===== config.mk =====
export PLATFORM = sky130hd
export DESIGN_NAME = double_ended_queue_top
export DESIGN_NICKNAME = d
export VERILOG_FILES = /design/src/rtl/dq_pkg.sv /design/src/rtl/dq_ram.sv /design/src/rtl/dq_ptr.sv /design/src/rtl/double_ended_queue_top.sv
export SDC_FILE = /design/constraint.sdc
export NUM_CORES = 1
export LEC_CHECK = 0
export BUFFER_PORTS_ARGS = -buffer_cell sky130_fd_sc_hd__buf_2
export CAP_MARGIN = 20
export CORE_ASPECT_RATIO = 0.7
export CORE_MARGIN = 5
export CORE_UTILIZATION = 26
export DETAILED_ROUTE_END_ITERATION = 8
export PLACE_DENSITY = 0.43
export SLEW_MARGIN = 20
export SYNTH_ARGS = -nofsm -noshare
export SYNTH_HDL_FRONTEND = slang
export SYNTH_SLANG_ARGS = --single-unit

===== constraint.sdc =====
create_clock -name clk -period 6.9 [get_ports clk]
set_clock_uncertainty 0.15 [all_clocks]
set_input_delay 1.38 -clock clk [delete_from_list [all_inputs] [get_ports clk]]
set_output_delay 1.38 -clock clk [all_outputs]
set_load 0.02 [all_outputs]

===== src/rtl/dq_pkg.sv =====
// Shared constants, codes and transfer types for the double-ended queue.
package dq_pkg;

  localparam int DEPTH  = 16;
  localparam int IDX_W  = $clog2(DEPTH);
  localparam int CNT_W  = $clog2(DEPTH + 1);
  localparam int SUM_W  = CNT_W + 1;
  localparam int WORD_W = 32;
  localparam int OCC_W  = 5;

  localparam logic [1:0] OP_PUSH_FRONT = 2'd0;
  localparam logic [1:0] OP_PUSH_BACK  = 2'd1;
  localparam logic [1:0] OP_POP_FRONT  = 2'd2;
  localparam logic [1:0] OP_POP_BACK   = 2'd3;

  localparam logic [1:0] ST_OK        = 2'd0;
  localparam logic [1:0] ST_UNDERFLOW = 2'd1;
  localparam logic [1:0] ST_OVERFLOW  = 2'd2;

  typedef enum logic {
    S_IDLE,
    S_BUSY
  } state_t;

  typedef struct packed {
    logic [1:0]               opcode;
    logic signed [WORD_W-1:0] push_value;
  } dq_req_t;

  typedef struct packed {
    logic signed [WORD_W-1:0] pop_value;
    logic [1:0]               status;
    logic [OCC_W-1:0]         occupancy;
    logic                     is_empty;
  } dq_rsp_t;

  // Memory access and outcome of one operation, from the pointer unit.
  typedef struct packed {
    logic [1:0]       status;
    logic [CNT_W-1:0] count;
    logic             rd_en;
    logic             wr_en;
    logic [IDX_W-1:0] addr;
  } dq_acc_t;

endpackage


===== src/rtl/dq_ram.sv =====
// Generic single-port-write, single-port-read RAM with a registered read.
module dq_ram #(
  parameter int WIDTH = 32,
  parameter int DEPTH = 16
) (
  input  logic                     clk,
  input  logic                     wr_en,
  input  logic [$clog2(DEPTH)-1:0] wr_addr,
  input  logic [WIDTH-1:0]         wr_data,
  input  logic                     rd_en,
  input  logic [$clog2(DEPTH)-1:0] rd_addr,
  output logic [WIDTH-1:0]         rd_data
);

  logic [WIDTH-1:0] mem [DEPTH];

  always_ff @(posedge clk) begin
    if (wr_en) begin
      mem[wr_addr] <= wr_data;
    end
    if (rd_en) begin
      rd_data <= mem[rd_addr];
    end
  end

endmodule


===== src/rtl/dq_ptr.sv =====
// Front index and word count of the ring, with the slot address of each operation.
module dq_ptr import dq_pkg::*; (
  input  logic       clk,
  input  logic       rst,
  input  logic       op_valid,
  input  logic [1:0] opcode,
  output dq_acc_t    acc
);

  logic [IDX_W-1:0] front;
  logic [IDX_W-1:0] front_next;
  logic [CNT_W-1:0] count;
  logic [CNT_W-1:0] count_next;
  logic [IDX_W-1:0] front_dec;
  logic [IDX_W-1:0] front_inc;
  logic [SUM_W-1:0] back_sum;
  logic [SUM_W-1:0] last_sum;
  logic [IDX_W-1:0] back_idx;
  logic [IDX_W-1:0] last_idx;
  logic             full;
  logic             empty;
  logic             rd;
  logic             wr;

  always_comb begin
    full      = (count == CNT_W'(DEPTH));
    empty     = (count == '0);
    front_dec = (front == '0) ? IDX_W'(DEPTH - 1) : front - 1'b1;
    front_inc = (front == IDX_W'(DEPTH - 1)) ? '0 : front + 1'b1;
    back_sum  = SUM_W'(front) + SUM_W'(count);
    last_sum  = back_sum - 1'b1;
    // Sums stay below twice the depth, so one subtract wraps them.
    back_idx  = (back_sum >= SUM_W'(DEPTH)) ? IDX_W'(back_sum - SUM_W'(DEPTH))
                                            : IDX_W'(back_sum);
    last_idx  = (last_sum >= SUM_W'(DEPTH)) ? IDX_W'(last_sum - SUM_W'(DEPTH))
                                            : IDX_W'(last_sum);
  end

  always_comb begin
    front_next = front;
    count_next = count;
    acc.status = ST_OK;
    rd         = 1'b0;
    wr         = 1'b0;
    acc.addr   = front;
    case (opcode)
      OP_PUSH_FRONT: begin
        if (full) begin
          acc.status = ST_OVERFLOW;
        end else begin
          front_next = front_dec;
          acc.addr   = front_dec;
          wr         = 1'b1;
          count_next = count + 1'b1;
        end
      end
      OP_PUSH_BACK: begin
        if (full) begin
          acc.status = ST_OVERFLOW;
        end else begin
          acc.addr   = back_idx;
          wr         = 1'b1;
          count_next = count + 1'b1;
        end
      end
      OP_POP_FRONT: begin
        if (empty) begin
          acc.status = ST_UNDERFLOW;
        end else begin
          acc.addr   = front;
          front_next = front_inc;
          rd         = 1'b1;
          count_next = count - 1'b1;
        end
      end
      default: begin
        if (empty) begin
          acc.status = ST_UNDERFLOW;
        end else begin
          acc.addr   = last_idx;
          rd         = 1'b1;
          count_next = count - 1'b1;
        end
      end
    endcase
    acc.count = count_next;
    acc.rd_en = rd & op_valid;
    acc.wr_en = wr & op_valid;
  end

  always_ff @(posedge clk) begin
    if (rst) begin
      front <= '0;
      count <= '0;
    end else if (op_valid) begin
      front <= front_next;
      count <= count_next;
    end
  end

endmodule


===== src/rtl/double_ended_queue_top.sv =====
// Top level of the double-ended queue: handshake control, slot RAM and result register.
// A result enters the result register from the busy state that follows the acceptance of its operation.
// The block takes no new operation while busy, as it waits on the registered read of the slot RAM.
// A stalled result register holds the block in its busy state until the result is taken.
// Reset (synchronous, active high) empties the queue: front index and count go to zero.
// The slot RAM is not cleared; a pop only ever reads a slot that a push has written.
module double_ended_queue_top import dq_pkg::*; (
  input  logic    clk,
  input  logic    rst,
  input  logic    req_valid,
  output logic    req_stall,
  input  dq_req_t req,
  output logic    rsp_valid,
  input  logic    rsp_stall,
  output dq_rsp_t rsp
);

  state_t            state;
  state_t            state_next;
  logic              req_take;
  logic              rsp_load;
  dq_acc_t           acc;
  logic [WORD_W-1:0] rd_data;

  // Outcome of the operation in flight, kept until the result register frees up.
  logic [1:0]        pend_status;
  logic [CNT_W-1:0]  pend_count;
  logic              pend_pop;

  assign req_take = req_valid && !req_stall;

  // The pointer unit sees the opcode and moves its registers on the transfer cycle.
  dq_ptr u_ptr (
    .clk      (clk),
    .rst      (rst),
    .op_valid (req_take),
    .opcode   (req.opcode),
    .acc      (acc)
  );

  // Pushes write their word in the transfer cycle; pops read it and the data
  // appears in the next cycle, while the controller is busy and takes no new item,
  // so a read never meets a write to the same slot.
  dq_ram #(
    .WIDTH (WORD_W),
    .DEPTH (DEPTH)
  ) u_ram (
    .clk     (clk),
    .wr_en   (acc.wr_en),
    .wr_addr (acc.addr),
    .wr_data (req.push_value),
    .rd_en   (acc.rd_en),
    .rd_addr (acc.addr),
    .rd_data (rd_data)
  );

  // Next state of the controller.
  always_comb begin
    state_next = state;
    unique case (state)
      S_IDLE: begin
        if (req_take) begin
          state_next = S_BUSY;
        end
      end
      S_BUSY: begin
        if (rsp_load) begin
          state_next = S_IDLE;
        end
      end
      default: begin
        state_next = S_IDLE;
      end
    endcase
  end

  // Controller outputs: new transfers only while idle, and the result moves
  // into the result register once it is empty or being emptied this cycle.
  always_comb begin
    req_stall = 1'b1;
    rsp_load  = 1'b0;
    unique case (state)
      S_IDLE: begin
        req_stall = 1'b0;
      end
      S_BUSY: begin
        rsp_load = !rsp_valid || !rsp_stall;
      end
      default: begin
        req_stall = 1'b1;
      end
    endcase
  end

  always_ff @(posedge clk) begin
    if (rst) begin
      state <= S_IDLE;
    end else begin
      state <= state_next;
    end
  end

  always_ff @(posedge clk) begin
    if (req_take) begin
      pend_status <= acc.status;
      pend_count  <= acc.count;
      pend_pop    <= acc.rd_en;
    end
  end

  // Result register: the block takes its next transfer while a result waits here.
  always_ff @(posedge clk) begin
    if (rst) begin
      rsp_valid <= 1'b0;
    end else if (rsp_load) begin
      rsp_valid <= 1'b1;
    end else if (!rsp_stall) begin
      rsp_valid <= 1'b0;
    end
  end

  always_ff @(posedge clk) begin
    if (rsp_load) begin
      rsp.pop_value <= pend_pop ? $signed(rd_data) : '0;
      rsp.status    <= pend_status;
      rsp.occupancy <= OCC_W'(pend_count);
      rsp.is_empty  <= (pend_count == '0);
    end
  end

`ifndef SYNTH
  // A rejected operation never hands out a word.
  assert property (@(posedge clk) disable iff (rst)
    rsp_valid && (rsp.status == ST_UNDERFLOW || rsp.status == ST_OVERFLOW)
      |-> rsp.pop_value == '0)
    else $error("rejected operation returned a nonzero word");

  // A transfer made while the output is free always leads to a result load in the next cycle.
  assert property (@(posedge clk) disable iff (rst)
    req_take && (!rsp_valid || !rsp_stall) |=> rsp_load)
    else $error("accepted operation did not reach the result register");

  // An underflow can only be reported on an empty queue.
  assert property (@(posedge clk) disable iff (rst)
    rsp_valid && rsp.status == ST_UNDERFLOW |-> rsp.is_empty)
    else $error("underflow reported on a non-empty queue");
`endif

endmodule

; Word level (Yosys, flattened, before mapping)
; Memories as Yosys holds them, arrays and structs flattened. A register that Yosys moved wholly into a read port is not among the register bits.
; Cells that the tools add are included.
[word_totals]
memories = 1
latch_bits = 0
in_bits = 38
romBits = 0
elab_cells = 71
ramBits = 512
register_bits = 59
out_inout_bits = 42
[mem_list]
columns = name, depth, word_bits, read_ports, rd_clocked_by_memory_dff, wr, line
row1 = u_ram.mem, 16, 32, 1, 1, 1, dq_ram.sv:15  ; logic [WIDTH-1:0] mem [DEPTH];
[op_classes]
n_lt_le_gt_ge = 2
n_bitwise = 3
add_sub_neg = 8
muxes = 29
multipliers = 0
div = 0
n_eq_ne = 6
reduce_logical = 11
n_shift = 0
[ops]
columns = op, n
row1 = $mux W4, 8
row2 = $mux W5, 3
row3 = $mux W1, 13
row4 = $ge A6 B5 Y1 const B, 2
row5 = $pmux W4 S3, 1
row6 = $sub A4 B1 Y4 const B, 3
row7 = $logic_not A5 Y1, 2
row8 = $pmux W4 S2, 1
row9 = $add A4 B5 Y6, 1
row10 = $sub A6 B1 Y6 const B, 1
row11 = $add A5 B1 Y5 const B, 1
row12 = $eq A5 B5 Y1 const B, 1
row13 = $sub A5 B1 Y5 const B, 1
row14 = $add A4 B1 Y4 const B, 1
row15 = $eq A4 B4 Y1 const B, 1
row16 = $logic_not A4 Y1, 1
row17 = $mux W2, 2
row18 = $reduce_and A3 Y1, 1
row19 = $and A1 B1 Y1, 2
row20 = $eq A2 B1 Y1 const B, 1
row21 = $eq A2 B2 Y1 const B, 1
row22 = $logic_not A1 Y1, 2
row23 = $logic_not A2 Y1, 1
row24 = $ne A2 B1 Y1 const B, 1
row25 = 7 further kinds, 7

; Logic depth before layout (Yosys ltp)
[depth]
word_depth = 6
mapped_depth = 14
depth_no_buf = 11

; Hierarchy
; From an unflattened synthesis, not the netlist that was laid out.
[hier_totals]
hier_cells = 1092
area_unflattened_um2 = 23034.6
[modules_own_cells]
columns = mod, seq_area_each_um2, cells_per_inst, n_inst, area_per_inst_um2
row1 = dq_ram, 16335.7, 838, 1, 20155.6
row2 = double_ended_queue_top, 1481.4, 94, 1, 1740.4
row3 = dq_ptr, 180.2, 160, 1, 1138.6

; Least setup slack after synthesis
; OpenSTA, ideal clock, no wires.
[synth_path]
path_type = input to register
from = input port req[33] (netlist name)
to = memory u_ram.mem[0][0], enable pin
path_buffers = 3
t_arrival_ns = 6.076
setup_ns = 0.501
path_stages = 9
path_slack_ns = 0.172
cell_sequence = clkbuf_1 > nand2_1 > a211o_1 > or3_1 > nand3_1 > o22ai_1 > buf_2 > buf_1 > nor4_1
[synth_via]
elab_chain_len = 6
word_cells_on_any_way = 9
cone_classes = eq/ne (2) / mux (4) / bitwise (1) / reduce/logical (2)
[synth_lines]
columns = item, line
row1 = from (decl), double_ended_queue_top.sv:12  ; input dq_req_t req,
row2 = $eq A2 B1 Y1 or $logic_not A2 Y1 (tied branches), dq_ptr.sv:46  ; case (opcode)
row3 = $reduce_or A2 Y1 (no source line), n/a
row4 = $mux W1, n/a
row5 = $and A1 B1 Y1, dq_ptr.sv:88  ; acc.wr_en = wr & op_valid;
row6 = $mux W1, dq_ram.sv:18  ; if (wr_en) begin
row7 = $mux W1 (not written as such), dq_ram.sv:19  ; mem[wr_addr] <= wr_data;
row8 = to (decl), dq_ram.sv:15
; Parallel ways exist; a longest one is shown, timed or not.

; Final worst setup path
[layout_path]
from = register u_ptr.count[0]
to = register u_ram.rd_data[20], read port of u_ram.mem (data pin)
[layout_via]
elab_chain_len = 6
word_cells_on_any_way = 17
cone_classes = add/sub (4) / order compare (2) / eq/ne (1) / mux (8) / bitwise (1) / reduce/logical (1)
[layout_lines]
columns = item, line
row1 = from (decl), dq_ptr.sv:12  ; logic [CNT_W-1:0] count;
row2 = from (signal assigned), dq_ptr.sv:97  ; count <= count_next;
row3 = $add A4 B5 Y6, dq_ptr.sv:30  ; back_sum = SUM_W'(front) + SUM_W'(count);
row4 = $sub A6 B1 Y6, dq_ptr.sv:31  ; last_sum = back_sum - 1'b1;
row5 = $ge A6 B5 Y1 or $sub A4 B1 Y4 (tied branches), dq_ptr.sv:35  ; last_idx = (last_sum >= SUM_W'(DEPTH)) ? IDX_W'(last_sum - SUM_W'(DEPTH))
row6 = $mux W4, dq_ptr.sv:35
row7 = $mux W4, dq_ptr.sv:77  ; if (empty) begin
row8 = $pmux W4 S3, dq_ptr.sv:46
row9 = to (decl), dq_ram.sv:12  ; output logic [WIDTH-1:0] rd_data
; Parallel ways exist; a longest one is shown, timed or not.
; A chain may end at the register's enable or synchronous reset.

==> reports/summary.txt <==
ys async rst share -> 0%
average size of a mapped cell -> 17.2 µm²
Reg2Reg Setup Slack -> 2.34 ns
vias per inst -> 4.46
period utilization -> 66.1%
Fin. Hold Viols -> 0
clock sink count -> 603
wire per inst -> 21.0 µm
Final #Nets -> 1512
EDFF count, synth -> 592
area leader, netlist -> edfxtp_1
Die X -> 371 µm
Clk pin slew, worst setup/hold paths -> 0.07 ns
Worst VDD drop -> 0.196 mV
GR Overflow Total -> 0
top-area cell type share of the netlist area -> 74.9%
#FFs+latches synth -> 603
sequential-to-total area share from yosys stat -> 75.8%
critical path fanouts, max -> 64
Setup CP Type -> reg2reg
largest net degree at the start of global routing -> 119
Port Buffers -> 79
hold buffers post-CTS -> 0
measured slew at the worst slew-check pin -> 1.08 ns
hold path depth -> 0
DR pass1 iterations -> 5
Max-Cap Viols -> 0
H-tree Lvls -> 2
Post-DP HPWL -> 31100 µm
power per cell area -> 332 nW/µm²
DR vias -> 12.2k
Routed Antenna Nets -> 0
initial core utilization -> 26.3%
most numerous cell in the Yosys netlist -> edfxtp_1
Clock Path Buffers -> 3
post-synthesis cell type count -> 55
Area Overhead vs Synth -> 16.9%
TritonCTS Buffers -> 61
FMAX -> 0.219 GHz
Final Max Slew Viols -> 0
final setup violation count -> 0
first-pass GRT wire length -> 85700 µm
hold_ws -> 0.280 ns
area taken by multi-input logic gates -> 5390 µm²
final WL -> 57400 µm
clk_lat worst skew -> 0.63 ns
Critical Path RT -> 7.12 ns
top_reg_cell synth -> edfxtp_1
outcome -> finished clean
share of cells above drive strength 1 -> 17.4%
Comb power frac -> 16.3%
Max-Slew Margin vs Limit -> 27.8%
DR iter-0 viols -> 887
Post-Syn Area -> 23700 µm²
Worst R2R Path Depth -> 10
Crit path arrival time -> 4.78 ns
sw frac -> 26.2%
CTS tree -> yes
Die Y -> 263 µm
Seq pwr share -> 45.8%
Critical Path Start Type -> flop
Gates resized, CTS repair -> 0
die area -> 97500 µm²
initial antenna violation count -> 1
clk root buf -> clkbuf_16
core area -> 90200 µm²
Post-synth top cells -> 592 x edfxtp_1, 197 x mux2i_1, 144 x nand2_1
post-synthesis net count -> 1427
postcts setup bufs -> 0
Filler Cells Inserted -> 8876
hold endpoint -> rsp[6]
clock power share -> 37.8%
Pint -> 6790 µW
Synth warnings -> 0
worst r2r src -> u_ptr.count[0]
DRC -> 0
final setup TNS -> 0 ns
Storage cell area -> 18000 µm²
Leakage -> 0.00929 µW
Reg2Reg Capture Point -> u_ram.rd_data[20]
CP Capture Type -> flop
I/O pin count -> 80
row cnt -> 92
hold path startpoint -> pend_status[0]
Synth area leaders -> edfxtp_1 75%, mux2i_1 8.3%, a32o_1 2.7%, a221oi_1 2.4%, nand2_1 2.3%
worst hold path type -> reg2reg
total track usage -> 11.6%
Post-Synthesis Cells -> 1379
RSZ-0062 raised after global routing -> false
Net Sw Power -> 2410 µW
RD Place Congestion -> 0.748
Period minus WS final -> 4.56 ns
vias in the first global route -> 12.6k
## power groups by stage
stage | Sequential [µW] | Combinational, µW | Clock [µW]
6_report | 4220 | 1500 | 3480
5_1_grt | 4230 | 1640 | 3750
4_1_cts | 4220 | 1540 | 3590
3_5_place_dp | 4300 | 1530 | 0
3_3_place_gp | 4300 | 1520 | 0
2_1_floorplan | 4310 | 1030 | 0
## through the flow
stage / cell area, µm² / total power [µW] / util [%] / setup WS, ns / cells
3_5_place_dp: 25600 / 5830 / 28.4 / 1.93 / 2622
2_1_floorplan: 23700 / 5340 / - / 0.172 / 1379
5_1_grt: 27700 / 9620 / 30.7 / 2.13 / 2738
3_3_place_gp: 25600 / 5820 / 28.4 / 1.96 / 2622
6_report: 27700 / 9210 / 30.7 / 2.34 / 2738
4_1_cts: 27700 / 9360 / 30.7 / 2.30 / 2736
## sequential cells by signal, indices dropped and copies added (netlist names)
register,flops
u_ram.rd_data,32
pend_pop,1
pend_count,5
u_ram.mem,512
pend_status,2
u_ptr.count,5
u_ptr.front,4
rsp_valid,1
state,1
rsp,40
## how the worst max path moves through the flow
stage | slack (ns) | cells past startpoint | from | end
floorplan | 0.17 | 9 | req[33] | u_ram.mem[0][0]
global placement | 1.96 | 9 | req[33] | u_ram.rd_data[17]
detailed placement | 1.93 | 9 | req[33] | u_ram.rd_data[12]
CTS | 2.30 | 11 | u_ptr.count[0] | u_ram.mem[3][18]
global route | 2.13 | 11 | u_ptr.count[0] | u_ram.mem[3][18]
finish | 2.34 | 10 | u_ptr.count[0] | u_ram.rd_data[20]
## cell families after synthesis
kind of cell,count (synthesis),share of synthesized area [%]
AOI/OAI and AO/OA,176,6.50
xor gates and xnor gates,5,0.185
adders and majority gates,10,0.559
buffers and inverters,97,1.96
DFF,603,75.8
muxes,229,9.83
and+or+nand+nor,259,5.12
## cells in the final DEF (no fill, tap or decap), types with 12 or more instances in the layout
cell       instances
a21oi_1           14
a221oi_1          65
a32o_1            64
and2_1            32
buf_2             79
buf_4             23
clkbuf_16         63
clkinv_2          16
edfxtp_1         592
inv_1             12
mux2_2            32
mux2i_1          197
nand2_1          144
nor2_1            24
## per-layer routing
layer,part of all wire (%),up-vias,track usage (%)
met1,50,6241,17.1
met2,44,209,17.7
met3,3.7,76,2.07
li1,-,5673,-
met5,0,-,0
met4,2.1,0,2.92
## final cells by class
cell class,count,area share (%)
Antenna cell,1,0.00902
Tap cell,1222,5.51
Multi-Input combinational cell,679,19.4
Clock inverter,46,1.80
Clock buffer,68,5.75
Timing Repair Buffer,107,2.44
Sequential cell,603,64.9
Inverter,12,0.162
## worst max-delay path: stages (launching register included)
cell      delay (ns)
dfxtp_1         0.53
inv_1           0.18
ha_1            0.29
and4bb_1        0.36
or2_0           0.40
a221o_1         0.52
a211oi_4        0.22
buf_4           0.85
a32o_1          0.38
a221oi_1        0.08
mux2_2          0.29
(Power assumes the default switching activity.)
